**config.mk**
```make
export PLATFORM = sky130hd
export DESIGN_NAME = alive_filter_stream_deframer_core
export DESIGN_NICKNAME = d
export VERILOG_FILES = /design/src/rtl/afsd_pkg.sv /design/src/rtl/afsd_front.sv /design/src/rtl/afsd_cmd_fifo.sv /design/src/rtl/afsd_back.sv /design/src/rtl/alive_filter_stream_deframer_core.sv
export SDC_FILE = /design/constraint.sdc
export NUM_CORES = 1
export LEC_CHECK = 0
export BUFFER_PORTS_ARGS = -buffer_cell sky130_fd_sc_hd__buf_2
export CELL_PAD_IN_SITES_DETAIL_PLACEMENT = 1
export CELL_PAD_IN_SITES_GLOBAL_PLACEMENT = 1
export CORE_UTILIZATION = 49
export DETAILED_ROUTE_END_ITERATION = 7
export PLACE_DENSITY_LB_ADDON = 0.1
export SLEW_MARGIN = 10
export SYNTH_ARGS = -nofsm -noshare
export SYNTH_HDL_FRONTEND = slang
export SYNTH_SLANG_ARGS = --single-unit
```
**constraint.sdc**
```tcl
create_clock -name clk -period 3.9 [get_ports clk]
set_input_delay 0.39 -clock clk [delete_from_list [all_inputs] [get_ports clk]]
set_output_delay 0.39 -clock clk [all_outputs]
set_load 0.02 [all_outputs]
```
**src/rtl/afsd_pkg.sv**
```systemverilog
// ----------------------------------------------------------------------------
// afsd_pkg
// Shared types, codes and constants of the alive-filter stream deframer.
// ----------------------------------------------------------------------------
package afsd_pkg;

  localparam int unsigned AFSD_CMD_DEPTH = 4;
  localparam logic [7:0]  AFSD_MAX_LEN_RESET = 8'd16;

  localparam logic [7:0] CH_OPEN  = 8'h3C;  // '<'
  localparam logic [7:0] CH_CLOSE = 8'h3E;  // '>'
  localparam logic [7:0] CH_SEP   = 8'h3B;  // ';'
  localparam logic [7:0] CH_A     = 8'h41;
  localparam logic [7:0] CH_L     = 8'h4C;
  localparam logic [7:0] CH_I     = 8'h49;
  localparam logic [7:0] CH_V     = 8'h56;
  localparam logic [7:0] CH_E     = 8'h45;

  localparam logic [2:0] LOGIN_SEP_RUNS = 3'd3;
  localparam logic [2:0] SEP_RUNS_MAX   = 3'd7;

  typedef enum logic [2:0] {
    KIND_NONE    = 3'd0,
    KIND_DATA    = 3'd1,
    KIND_LOGIN   = 3'd2,
    KIND_ACCEPT  = 3'd3,
    KIND_REJECT  = 3'd4,
    KIND_BADSTRT = 3'd5
  } kind_t;

  typedef enum logic [3:0] {
    MODE_INITIAL = 4'd0,
    MODE_LOGIN   = 4'd1,
    MODE_STREAM  = 4'd2,
    MODE_ALV_A   = 4'd3,
    MODE_ALV_L   = 4'd4,
    MODE_ALV_I   = 4'd5,
    MODE_ALV_V   = 4'd6,
    MODE_ALV_E   = 4'd7,
    MODE_BODY    = 4'd8,
    MODE_ERROR   = 4'd9
  } mode_t;

  // One command from the front to the back: npre prefix bytes of the
  // watchdog tag are replayed first, then one result of the given kind.
  typedef struct packed {
    logic [2:0] kind;
    logic [7:0] data;
    logic [2:0] npre;
  } cmd_t;

  // Character expected at a given position of the word "ALIVE".
  function automatic logic [7:0] alive_char(input logic [2:0] pos);
    logic [7:0] ch;
    unique case (pos)
      3'd0:    ch = CH_A;
      3'd1:    ch = CH_L;
      3'd2:    ch = CH_I;
      3'd3:    ch = CH_V;
      default: ch = CH_E;
    endcase
    return ch;
  endfunction

  // Byte k of the replayed prefix "<ALIVE".
  function automatic logic [7:0] prefix_byte(input logic [2:0] k);
    logic [7:0] ch;
    if (k == 3'd0) begin
      ch = CH_OPEN;
    end else begin
      ch = alive_char(k - 3'd1);
    end
    return ch;
  endfunction

endpackage

```
**src/rtl/afsd_front.sv**
```systemverilog
// ----------------------------------------------------------------------------
// afsd_front
// Classifies each received byte, keeps the framing state and issues one
// command per byte that produces results.
// ----------------------------------------------------------------------------
module afsd_front
  import afsd_pkg::*;
(
  input  logic       clk,
  input  logic       rst,
  input  logic       accept,
  input  logic [7:0] in_byte,
  input  logic       cfg_write,
  input  logic [7:0] cfg_data,
  output logic       cmd_push,
  output cmd_t       cmd
);

  mode_t      mode, mode_next;
  logic [7:0] watchdog_count, watchdog_count_next;
  logic [2:0] separator_runs, separator_runs_next;
  logic       in_separator_run, in_separator_run_next;
  logic [7:0] alive_max_len;

  logic [2:0] pos;
  logic       tag_match;
  logic [8:0] body_count;

  assign pos        = 3'(mode - MODE_ALV_A);
  assign tag_match  = (in_byte == alive_char(pos));
  assign body_count = {1'b0, watchdog_count} + 9'd1;

  always_ff @(posedge clk) begin
    if (rst) begin
      mode             <= MODE_INITIAL;
      watchdog_count   <= '0;
      separator_runs   <= '0;
      in_separator_run <= 1'b0;
      alive_max_len    <= AFSD_MAX_LEN_RESET;
    end else begin
      if (accept) begin
        mode             <= mode_next;
        watchdog_count   <= watchdog_count_next;
        separator_runs   <= separator_runs_next;
        in_separator_run <= in_separator_run_next;
      end
      if (cfg_write) begin
        alive_max_len <= cfg_data;
      end
    end
  end

  // Next state.
  always_comb begin
    mode_next             = mode;
    watchdog_count_next   = watchdog_count;
    separator_runs_next   = separator_runs;
    in_separator_run_next = in_separator_run;
    unique case (mode)
      MODE_INITIAL: begin
        mode_next = (in_byte == CH_OPEN) ? MODE_LOGIN : MODE_ERROR;
      end
      MODE_LOGIN: begin
        if (in_byte == CH_CLOSE) begin
          mode_next = (separator_runs == LOGIN_SEP_RUNS) ? MODE_STREAM : MODE_ERROR;
          separator_runs_next   = '0;
          in_separator_run_next = 1'b0;
        end else if (in_byte == CH_SEP) begin
          if (!in_separator_run && separator_runs != SEP_RUNS_MAX) begin
            separator_runs_next = separator_runs + 3'd1;
          end
          in_separator_run_next = 1'b1;
        end else begin
          in_separator_run_next = 1'b0;
        end
      end
      MODE_STREAM: begin
        if (in_byte == CH_OPEN) begin
          mode_next = MODE_ALV_A;
        end
      end
      MODE_ALV_A, MODE_ALV_L, MODE_ALV_I, MODE_ALV_V, MODE_ALV_E: begin
        if (!tag_match) begin
          mode_next = MODE_STREAM;
        end else if (mode == MODE_ALV_E) begin
          mode_next           = MODE_BODY;
          watchdog_count_next = '0;
        end else begin
          mode_next = mode_t'(mode + 4'd1);
        end
      end
      MODE_BODY: begin
        if (in_byte == CH_CLOSE) begin
          mode_next = MODE_STREAM;
        end else begin
          watchdog_count_next = body_count[8] ? 8'hFF : body_count[7:0];
          if (body_count > {1'b0, alive_max_len}) begin
            mode_next = MODE_STREAM;
          end
        end
      end
      MODE_ERROR: begin
        mode_next = MODE_ERROR;
      end
      default: begin
        mode_next = MODE_ERROR;
      end
    endcase
  end

  // Command issued for the accepted byte.
  always_comb begin
    cmd_push  = 1'b0;
    cmd.kind  = KIND_NONE;
    cmd.data  = '0;
    cmd.npre  = '0;
    unique case (mode)
      MODE_INITIAL: begin
        if (in_byte != CH_OPEN) begin
          cmd_push = 1'b1;
          cmd.kind = KIND_BADSTRT;
        end
      end
      MODE_LOGIN: begin
        cmd_push = 1'b1;
        if (in_byte == CH_CLOSE) begin
          cmd.kind = (separator_runs == LOGIN_SEP_RUNS) ? KIND_ACCEPT : KIND_REJECT;
        end else begin
          cmd.kind = KIND_LOGIN;
          cmd.data = in_byte;
        end
      end
      MODE_STREAM: begin
        if (in_byte != CH_OPEN) begin
          cmd_push = 1'b1;
          cmd.kind = KIND_DATA;
          cmd.data = in_byte;
        end
      end
      MODE_ALV_A, MODE_ALV_L, MODE_ALV_I, MODE_ALV_V, MODE_ALV_E: begin
        // A broken tag replays '<' and the matched letters before this byte.
        if (!tag_match) begin
          cmd_push = 1'b1;
          cmd.kind = KIND_DATA;
          cmd.data = in_byte;
          cmd.npre = pos + 3'd1;
        end
      end
      MODE_BODY: begin
        cmd_push = 1'b0;
      end
      MODE_ERROR: begin
        cmd_push = 1'b0;
      end
      default: begin
        cmd_push = 1'b0;
      end
    endcase
    cmd_push = cmd_push & accept;
  end

endmodule

```
**src/rtl/afsd_cmd_fifo.sv**
```systemverilog
// ----------------------------------------------------------------------------
// afsd_cmd_fifo
// Short command queue between the front and the back.
// ----------------------------------------------------------------------------
module afsd_cmd_fifo
  import afsd_pkg::*;
#(
  parameter int unsigned DEPTH = AFSD_CMD_DEPTH
) (
  input  logic clk,
  input  logic rst,
  input  logic wr_en,
  input  cmd_t wr_cmd,
  input  logic rd_en,
  output cmd_t rd_cmd,
  output logic full,
  output logic not_empty
);

  localparam int unsigned PtrW = (DEPTH > 1) ? $clog2(DEPTH) : 1;
  localparam int unsigned CntW = $clog2(DEPTH + 1);
  localparam logic [PtrW-1:0] PtrLast = PtrW'(DEPTH - 1);
  localparam logic [CntW-1:0] CntFull = CntW'(DEPTH);

  cmd_t            entries [DEPTH];
  logic [PtrW-1:0] wr_ptr, rd_ptr;
  logic [CntW-1:0] count;

  assign full      = (count == CntFull);
  assign not_empty = (count != '0);
  assign rd_cmd    = entries[rd_ptr];

  always_ff @(posedge clk) begin
    if (wr_en) begin
      entries[wr_ptr] <= wr_cmd;
    end
  end

  always_ff @(posedge clk) begin
    if (rst) begin
      wr_ptr <= '0;
      rd_ptr <= '0;
      count  <= '0;
    end else begin
      if (wr_en) begin
        wr_ptr <= (wr_ptr == PtrLast) ? '0 : wr_ptr + PtrW'(1);
      end
      if (rd_en) begin
        rd_ptr <= (rd_ptr == PtrLast) ? '0 : rd_ptr + PtrW'(1);
      end
      if (wr_en && !rd_en) begin
        count <= count + CntW'(1);
      end else if (rd_en && !wr_en) begin
        count <= count - CntW'(1);
      end
    end
  end

endmodule

```
**src/rtl/afsd_back.sv**
```systemverilog
// ----------------------------------------------------------------------------
// afsd_back
// Expands each command into its results in the output register, one beat
// per cycle while the output register is free or popped.
// ----------------------------------------------------------------------------
module afsd_back
  import afsd_pkg::*;
(
  input  logic       clk,
  input  logic       rst,
  input  cmd_t       cmd,
  input  logic       cmd_valid,
  output logic       cmd_pop,
  input  logic       pop,
  output logic       empty,
  output logic [2:0] out_kind,
  output logic [7:0] out_byte,
  output logic       out_last
);

  logic       out_valid;
  logic [2:0] step;
  logic       load;
  logic       final_beat;

  assign empty      = !out_valid;
  assign load       = cmd_valid && (!out_valid || pop);
  assign final_beat = (step == cmd.npre);
  assign cmd_pop    = load && final_beat;

  always_ff @(posedge clk) begin
    if (rst) begin
      out_valid <= 1'b0;
      step      <= '0;
    end else begin
      if (load) begin
        out_valid <= 1'b1;
        step      <= final_beat ? 3'd0 : step + 3'd1;
      end else if (pop) begin
        out_valid <= 1'b0;
      end
    end
  end

  always_ff @(posedge clk) begin
    if (load) begin
      if (final_beat) begin
        out_kind <= cmd.kind;
        out_byte <= cmd.data;
        out_last <= 1'b1;
      end else begin
        out_kind <= KIND_DATA;
        out_byte <= prefix_byte(step);
        out_last <= 1'b0;
      end
    end
  end

endmodule

```
**src/rtl/alive_filter_stream_deframer_core.sv**
```systemverilog
// ----------------------------------------------------------------------------
// alive_filter_stream_deframer_core
// Login-header check and watchdog-frame removal on a byte stream.
// ----------------------------------------------------------------------------
// Input channel: a byte is taken on in_byte when push is high and full is
// low. Result channel: while empty is low, out_kind, out_byte and out_last
// show the oldest result; pop takes it. A byte may cause no result, one
// result, or up to six when a broken watchdog tag is replayed; out_last
// marks the final result of each byte.
// The front part updates the framing state in the cycle a byte is taken,
// so a byte can be taken every cycle while full is low. Its command enters
// a short queue, from which the back part loads the output register.
// The back part sends one result beat per cycle while the receiver pops,
// so a replay holds the result side while the queue keeps taking input.
// When the receiver stalls, the queue fills and full rises.
// Reset sets the block back to wait for the opening bracket, empties the
// queue and loads alive_max_len with 16. cfg_write loads cfg_data into
// alive_max_len at the clock edge.
// ----------------------------------------------------------------------------
module alive_filter_stream_deframer_core
  import afsd_pkg::*;
#(
  parameter int unsigned CMD_DEPTH = AFSD_CMD_DEPTH
) (
  input  logic       clk,
  input  logic       rst,
  input  logic       push,
  output logic       full,
  input  logic [7:0] in_byte,
  input  logic       cfg_write,
  input  logic [7:0] cfg_data,
  output logic       empty,
  input  logic       pop,
  output logic [2:0] out_kind,
  output logic [7:0] out_byte,
  output logic       out_last
);

  logic accept;
  logic cmd_push;
  logic cmd_pop;
  logic cmd_valid;
  cmd_t wr_cmd;
  cmd_t rd_cmd;

  assign accept = push && !full;

  afsd_front u_front (
    .clk       (clk),
    .rst       (rst),
    .accept    (accept),
    .in_byte   (in_byte),
    .cfg_write (cfg_write),
    .cfg_data  (cfg_data),
    .cmd_push  (cmd_push),
    .cmd       (wr_cmd)
  );

  afsd_cmd_fifo #(
    .DEPTH (CMD_DEPTH)
  ) u_cmd_fifo (
    .clk       (clk),
    .rst       (rst),
    .wr_en     (cmd_push),
    .wr_cmd    (wr_cmd),
    .rd_en     (cmd_pop),
    .rd_cmd    (rd_cmd),
    .full      (full),
    .not_empty (cmd_valid)
  );

  afsd_back u_back (
    .clk       (clk),
    .rst       (rst),
    .cmd       (rd_cmd),
    .cmd_valid (cmd_valid),
    .cmd_pop   (cmd_pop),
    .pop       (pop),
    .empty     (empty),
    .out_kind  (out_kind),
    .out_byte  (out_byte),
    .out_last  (out_last)
  );

endmodule
```
Yosys cells after proc, flatten, opt, wreduce, memory -nomap -nowiden. Memories as Yosys holds them, arrays and structs flattened. A register that Yosys moved wholly into a read port is not among the register bits. Index checks and enable logic that the tools add are counted.

Add/sub/neg operators: 11. Magnitude comparators: 1. Eq/ne operators: 31. Muxes and demuxes: 47. Bitwise gates (word level): 1. Reduce and logical (&&, ||, !) cells: 28.

Operators with widths (count): $mux W8 (7); $pmux W5 S4 (2); $mux W4 (8); $mux W3 (10); $eq A8 B6 Y1 const B (3); $pmux W8 S3 (1); $pmux W4 S5 (1); $eq A4 B3 Y1 const B (4); $pmux W8 S2 (1); $eq A3 B2 Y1 const B (5); $add A3 B1 Y3 const B (4); $mux W12 (1); $pmux W3 S4 (1); $reduce_bool A2 Y1 (5); $add A8 B1 Y9 const B (1); $gt A9 B8 Y1 (1); $logic_not A3 Y1 (3); $mux W1 (9); $mux W9 (1); $eq A4 B2 Y1 const B (2); $eq A8 B7 Y1 (1); $mux W2 (4); $ne A2 B1 Y1 const B (4); $ne A8 B6 Y1 const B (1); other kinds (25) (39).

Register bits: 47. RAM bits: 56. Bits of input ports: 21. Output and inout bits: 14. Memories kept: 1.

Memory list: u_cmd_fifo.entries (depth 4, bits a word 14, read ports 1, clocked after Yosys merged registers in 1, wr ports 1, RTL line afsd_cmd_fifo.sv:25) `cmd_t entries [DEPTH];`.

Depth between registers and ports, before layout.
Word-level depth: 11. Gate-level depth with buffers: 14. Depth with buffers taken out: 14.

By module. A second synthesis with hierarchy kept.

Cell total of the unflattened synthesis: 461. Area total of the unflattened synthesis: 5416.4 µm².

Modules (own cells, without submodules): afsd_cmd_fifo (times used 1, cells an instance 117, area an instance 2489.9 µm², sequential area each 1861.8 µm²); afsd_front (times used 1, cells an instance 263, area an instance 2063.2 µm², sequential area each 480.5 µm²); afsd_back (times used 1, cells an instance 80, area an instance 849.6 µm², sequential area each 440.4 µm²); alive_filter_stream_deframer_core (times used 1, cells an instance 1, area an instance 13.8 µm², sequential area each 0.0 µm²).

Worst setup path before layout. OpenSTA, ideal clock, no wires.

Path kind: reg2reg. Start point: reg u_front.mode[1]. End point: reg u_cmd_fifo.count[2]. Setup time: 70 ps. Arrival: 3548 ps. Slack: 281 ps. Stages on the path, launching flop included: 15. Buffers on the path: 0. Period minus slack after synthesis: 3619 ps. Cell sequence: dfxtp_1 -> ha_1 -> xor2_2 -> ha_1 -> or4_1 -> o211ai_1 -> xnor2_1 -> a21o_2 -> a31oi_4 -> ha_1 -> inv_1 -> fa_1 -> xor2_1 -> or3_1 -> a21oi_1.

Longest elaborated chain between the ends: 10. Elaborated cells between the ends (all ways): 25.

Ends and longest elaborated chain: from (decl) (RTL line afsd_front.sv:19) `mode_t mode, mode_next;`; from (signal assigned) (RTL line afsd_front.sv:42) `mode <= mode_next;`; $sub A3 B2 Y3 (RTL line afsd_front.sv:29) `assign pos = 3'(mode - MODE_ALV_A);`; $eq A3 B2 Y1 (tied with other cells) (RTL line afsd_pkg.sv:55) `unique case (pos)`; $pmux W5 S4 (RTL line afsd_pkg.sv:55); $eq A8 B7 Y1 (RTL line afsd_front.sv:30) `assign tag_match = (in_byte == alive_char(pos));`; $mux W1 (RTL line afsd_front.sv:142) `if (!tag_match) begin`; $pmux W1 S3 (*) (RTL line afsd_front.sv:117) `unique case (mode)`; $and A1 B1 Y1 (*) (RTL line afsd_front.sv:159) `cmd_push = cmd_push & accept;`; via cmd_push (RTL line alive_filter_stream_deframer_core.sv:40) `logic cmd_push;`; $logic_not A1 Y1 (RTL line afsd_cmd_fifo.sv:53) `end else if (rd_en && !wr_en) begin`; $logic_and A1 B1 Y1 (RTL line afsd_cmd_fifo.sv:53); $reduce_bool A2 Y1 (no source line); to (signal assigned) (RTL line afsd_cmd_fifo.sv:52) `count <= count + CntW'(1);`; to (signal assigned) (RTL line afsd_cmd_fifo.sv:54) `count <= count - CntW'(1);`; to (decl) (RTL line afsd_cmd_fifo.sv:27) `logic [CntW-1:0] count;`.

Mark *: on every way through the listed nets, which the timed path passes. The rest lies on a longest branch. A chain may end at the register's enable or synchronous reset.

Worst setup path in the final report.
Start point: reg u_front.mode[0]. End point: reg u_cmd_fifo.count[2].

The elaborated chain is that of the path after synthesis.

==> flow_metrics.env <==
export IMPL_cp_arrival_ns=4.03
export IMPL_crit_path_frequent_cell="ha_1"
export IMPL_initial_core_util_pct=51.3
export IMPL_p_leak_nw=2.24
export IMPL_drt_iter0_markers=226
export IMPL_period_share_pct=95.6
export IMPL_async_flop_share_pct=0
export IMPL_cts_resized=0
export IMPL_antenna_found_initial=0
export IMPL_ant_nets=0
export IMPL_track_usage_pct=23.7
export IMPL_p_int_w=0.00245
export IMPL_worst_slew_pin_slew_ns=0.709
export IMPL_grt_pass1_vias=3970
export IMPL_chipWidth_um=107
export IMPL_tritoncts="done"
export IMPL_crit_fanout=9
export IMPL_dp_slack_ns=0.123
export IMPL_p_clk_share_pct=16.4
export IMPL_worstPathCellList="ha_2 > xor2_2 > ha_1 > or4_1 > o211ai_1 > xnor2_1 > a21o_2 > a31oi_4 > ha_1 > inv_1 > fa_1 > xor2_1 > or3_1 > a21oi_1"
export IMPL_ir_worst_vdd_mv=0.337
export IMPL_setup_viol=0
export IMPL_crit_path_start_kind="register"
export IMPL_first_pass_iters=4
export IMPL_power_density_nw_per_um2=678
export IMPL_p_sw_w=0.00156
export IMPL_clk_latency_ns=0.37
export IMPL_setup_ws_ns=0.173
export IMPL_power_frac_comb_pct=41.3
export IMPL_sw_frac_of_total_pct=39.0
export IMPL_cts_htree_levels=3
export IMPL_required_ns=4.20
export IMPL_grt_max_degree=32
export IMPL_cts_setup_buffers=0
export IMPL_fmax_mhz=268
export IMPL_cts_buffers=9
export IMPL_drive_gt1_share_pct=19.2
export IMPL_final_cell_mix="edfxtp_1, nor2_1, dfxtp_1, buf_2, ha_1"
export IMPL_drv_slew=0
export IMPL_synth_seq_cells=105
export IMPL_grt_pass1_wl_um=20600
export IMPL_crit_type="reg2reg"
export IMPL_slowest_stage="or4_1"
export IMPL_syn_inst=459
export IMPL_die_h_um=107
export IMPL_core_area_um2=10500
export IMPL_final_hold_viol_count=0
export IMPL_hp_class="in2reg"
export IMPL_slew_headroom_pct=52.7
export IMPL_num_rows=37
export IMPL_yosysWarnings=0
export IMPL_fin_setup_tns_ns=0
export IMPL_syn_area_per_cell_um2=11.7
export IMPL_via_count=3748
export IMPL_worst_path_buf_inv=1
export IMPL_post_route_min_period_ns=3.73
export IMPL_grt_overflow_total=0
export IMPL_portBuffers=34
export IMPL_clk_pin_slew_worst_paths_ns=0.11
export IMPL_holdBufCountCts=0
export IMPL_max_cap_viol_count=0
export IMPL_totalWireLength_um=12500
export IMPL_hpwl_um=9470
export IMPL_antenna_cells=0
export IMPL_io_pins=35
export IMPL_critical_path_max_stage_delay_ns=0.52
export IMPL_layout_commonest_cell="edfxtp_1"
export IMPL_nets=553
export IMPL_ys_flop_type="edfxtp_1"
export IMPL_clock_skew_ns=0.0102
export IMPL_pwr_share_seq_pct=42.3
export IMPL_cts_root_buf="clkbuf_8"
export IMPL_cts_buffer_depth=2
export IMPL_drc_errors=0
export IMPL_path_delay_family="adder cells"
export IMPL_place_congestion=0.894
export IMPL_synthToLayoutAreaGrowth_pct=10.4
export IMPL_yosysSeqAreaShare_pct=51.9
export IMPL_cts_num_sinks=105
export IMPL_syn_nets=513
export IMPL_cp_end_kind="register"
export IMPL_whs_ns=0.233
export IMPL_run_status="complete, no violations"
export IMPL_wl_per_cell_um=19.6
export IMPL_synth_edf_count=68
export IMPL_avgViaCountPerCell=5.86
export IMPL_synth_cell_types=61
export IMPL_netlist_area_um2=5360
export IMPL_die_area_um2=11400
==> cell families after synthesis <==
group           synth area share (%)
buf+inv                         3.10
fa+ha+maj                       7.84
compound gates                  12.2
simple gates                    13.6
mux                             8.96
xor+xnor                        2.43
flops                           51.9
==> state kept, by name, indices dropped and copies added (netlist names), 4 cells and up, named ones only <==
name / flops
u_back.out_byte: 8
u_cmd_fifo.entries: 56
u_front.mode: 4
u_front.alive_max_len: 8
u_front.watchdog_count: 8
==> stage by stage <==
stage	std cells	utilization (%)	power [W]	cell area, um^2
final	640	56.6	0.00402	5920
after detailed placement	624	54.7	0.00338	5730
after floorplan	459	-	0.00284	5360
after global routing	640	56.6	0.00426	5920
after global placement	624	54.7	0.00326	5730
after CTS	640	56.6	0.00404	5920
==> tightest hold or removal path: cells and delay by family <==
kind                   cells  cell delay [ns]
buffers and inverters      1             0.08
AOI/OAI and AO/OA          1             0.06
and+or+nand+nor            1             0.04
==> power by group through the flow <==
| stage | Clock, W | Sequential [W] | Combinational [W] |
|---|---|---|---|
| 3_3_place_gp | 0 | 0.00170 | 0.00156 |
| 3_5_place_dp | 0 | 0.00173 | 0.00165 |
| 6_report | 0.000660 | 0.00170 | 0.00166 |
| 5_1_grt | 0.000714 | 0.00173 | 0.00181 |
| 2_1_floorplan | 0 | 0.00175 | 0.00109 |
| 4_1_cts | 0.000676 | 0.00170 | 0.00166 |
==> worst paths after layout <==
kind	from	to	slack, ns	cells after the start
worst min-delay path	cfg_data[4]	u_front.alive_max_len[4]	0.23	3
worst min register to register	u_front.separator_runs[1]	u_front.separator_runs[1]	0.49	2
worst max register to register	u_front.mode[0]	u_cmd_fifo.count[2]	0.17	14
worst max-delay path	u_front.mode[0]	u_cmd_fifo.count[2]	0.17	14
==> cells in the mapped netlist (all sizes together), types with 9 or more instances <==
| cell type | n | area (um^2) |
|---|---|---|
| ha | 32 | 400 |
| nor2b | 9 | 56.3 |
| mux4 | 14 | 315 |
| nor2 | 37 | 139 |
| a21oi | 24 | 120 |
| dfxtp | 37 | 741 |
| o21ai | 20 | 100 |
| and2 | 11 | 68.8 |
| inv | 26 | 97.6 |
| nand3 | 15 | 80.1 |
| clkbuf | 10 | 37.5 |
| mux2i | 12 | 120 |
| nand2 | 24 | 92.6 |
| edfxtp | 68 | 2040 |
==> layout make-up <==
type / count / area (um^2)
clock inverters: 7 / 70.1
inverters: 26 / 97.6
multi-input cells: 311 / 2420
repair buffers: 46 / 260
clock buffers: 9 / 124
fillers: 1135 / 4540
well taps: 136 / 170
flip-flops and latches: 105 / 2780
==> per-layer routing <==
layer,global-route usage (%),vias to the layer above,share of wire [%]
li1,-,1773,-
met1,30.6,1890,45
met2,40.8,69,50
met3,4.56,16,3.4
met4,6.56,0,1.6
met5,0,-,0
(Power assumes the default switching activity.)
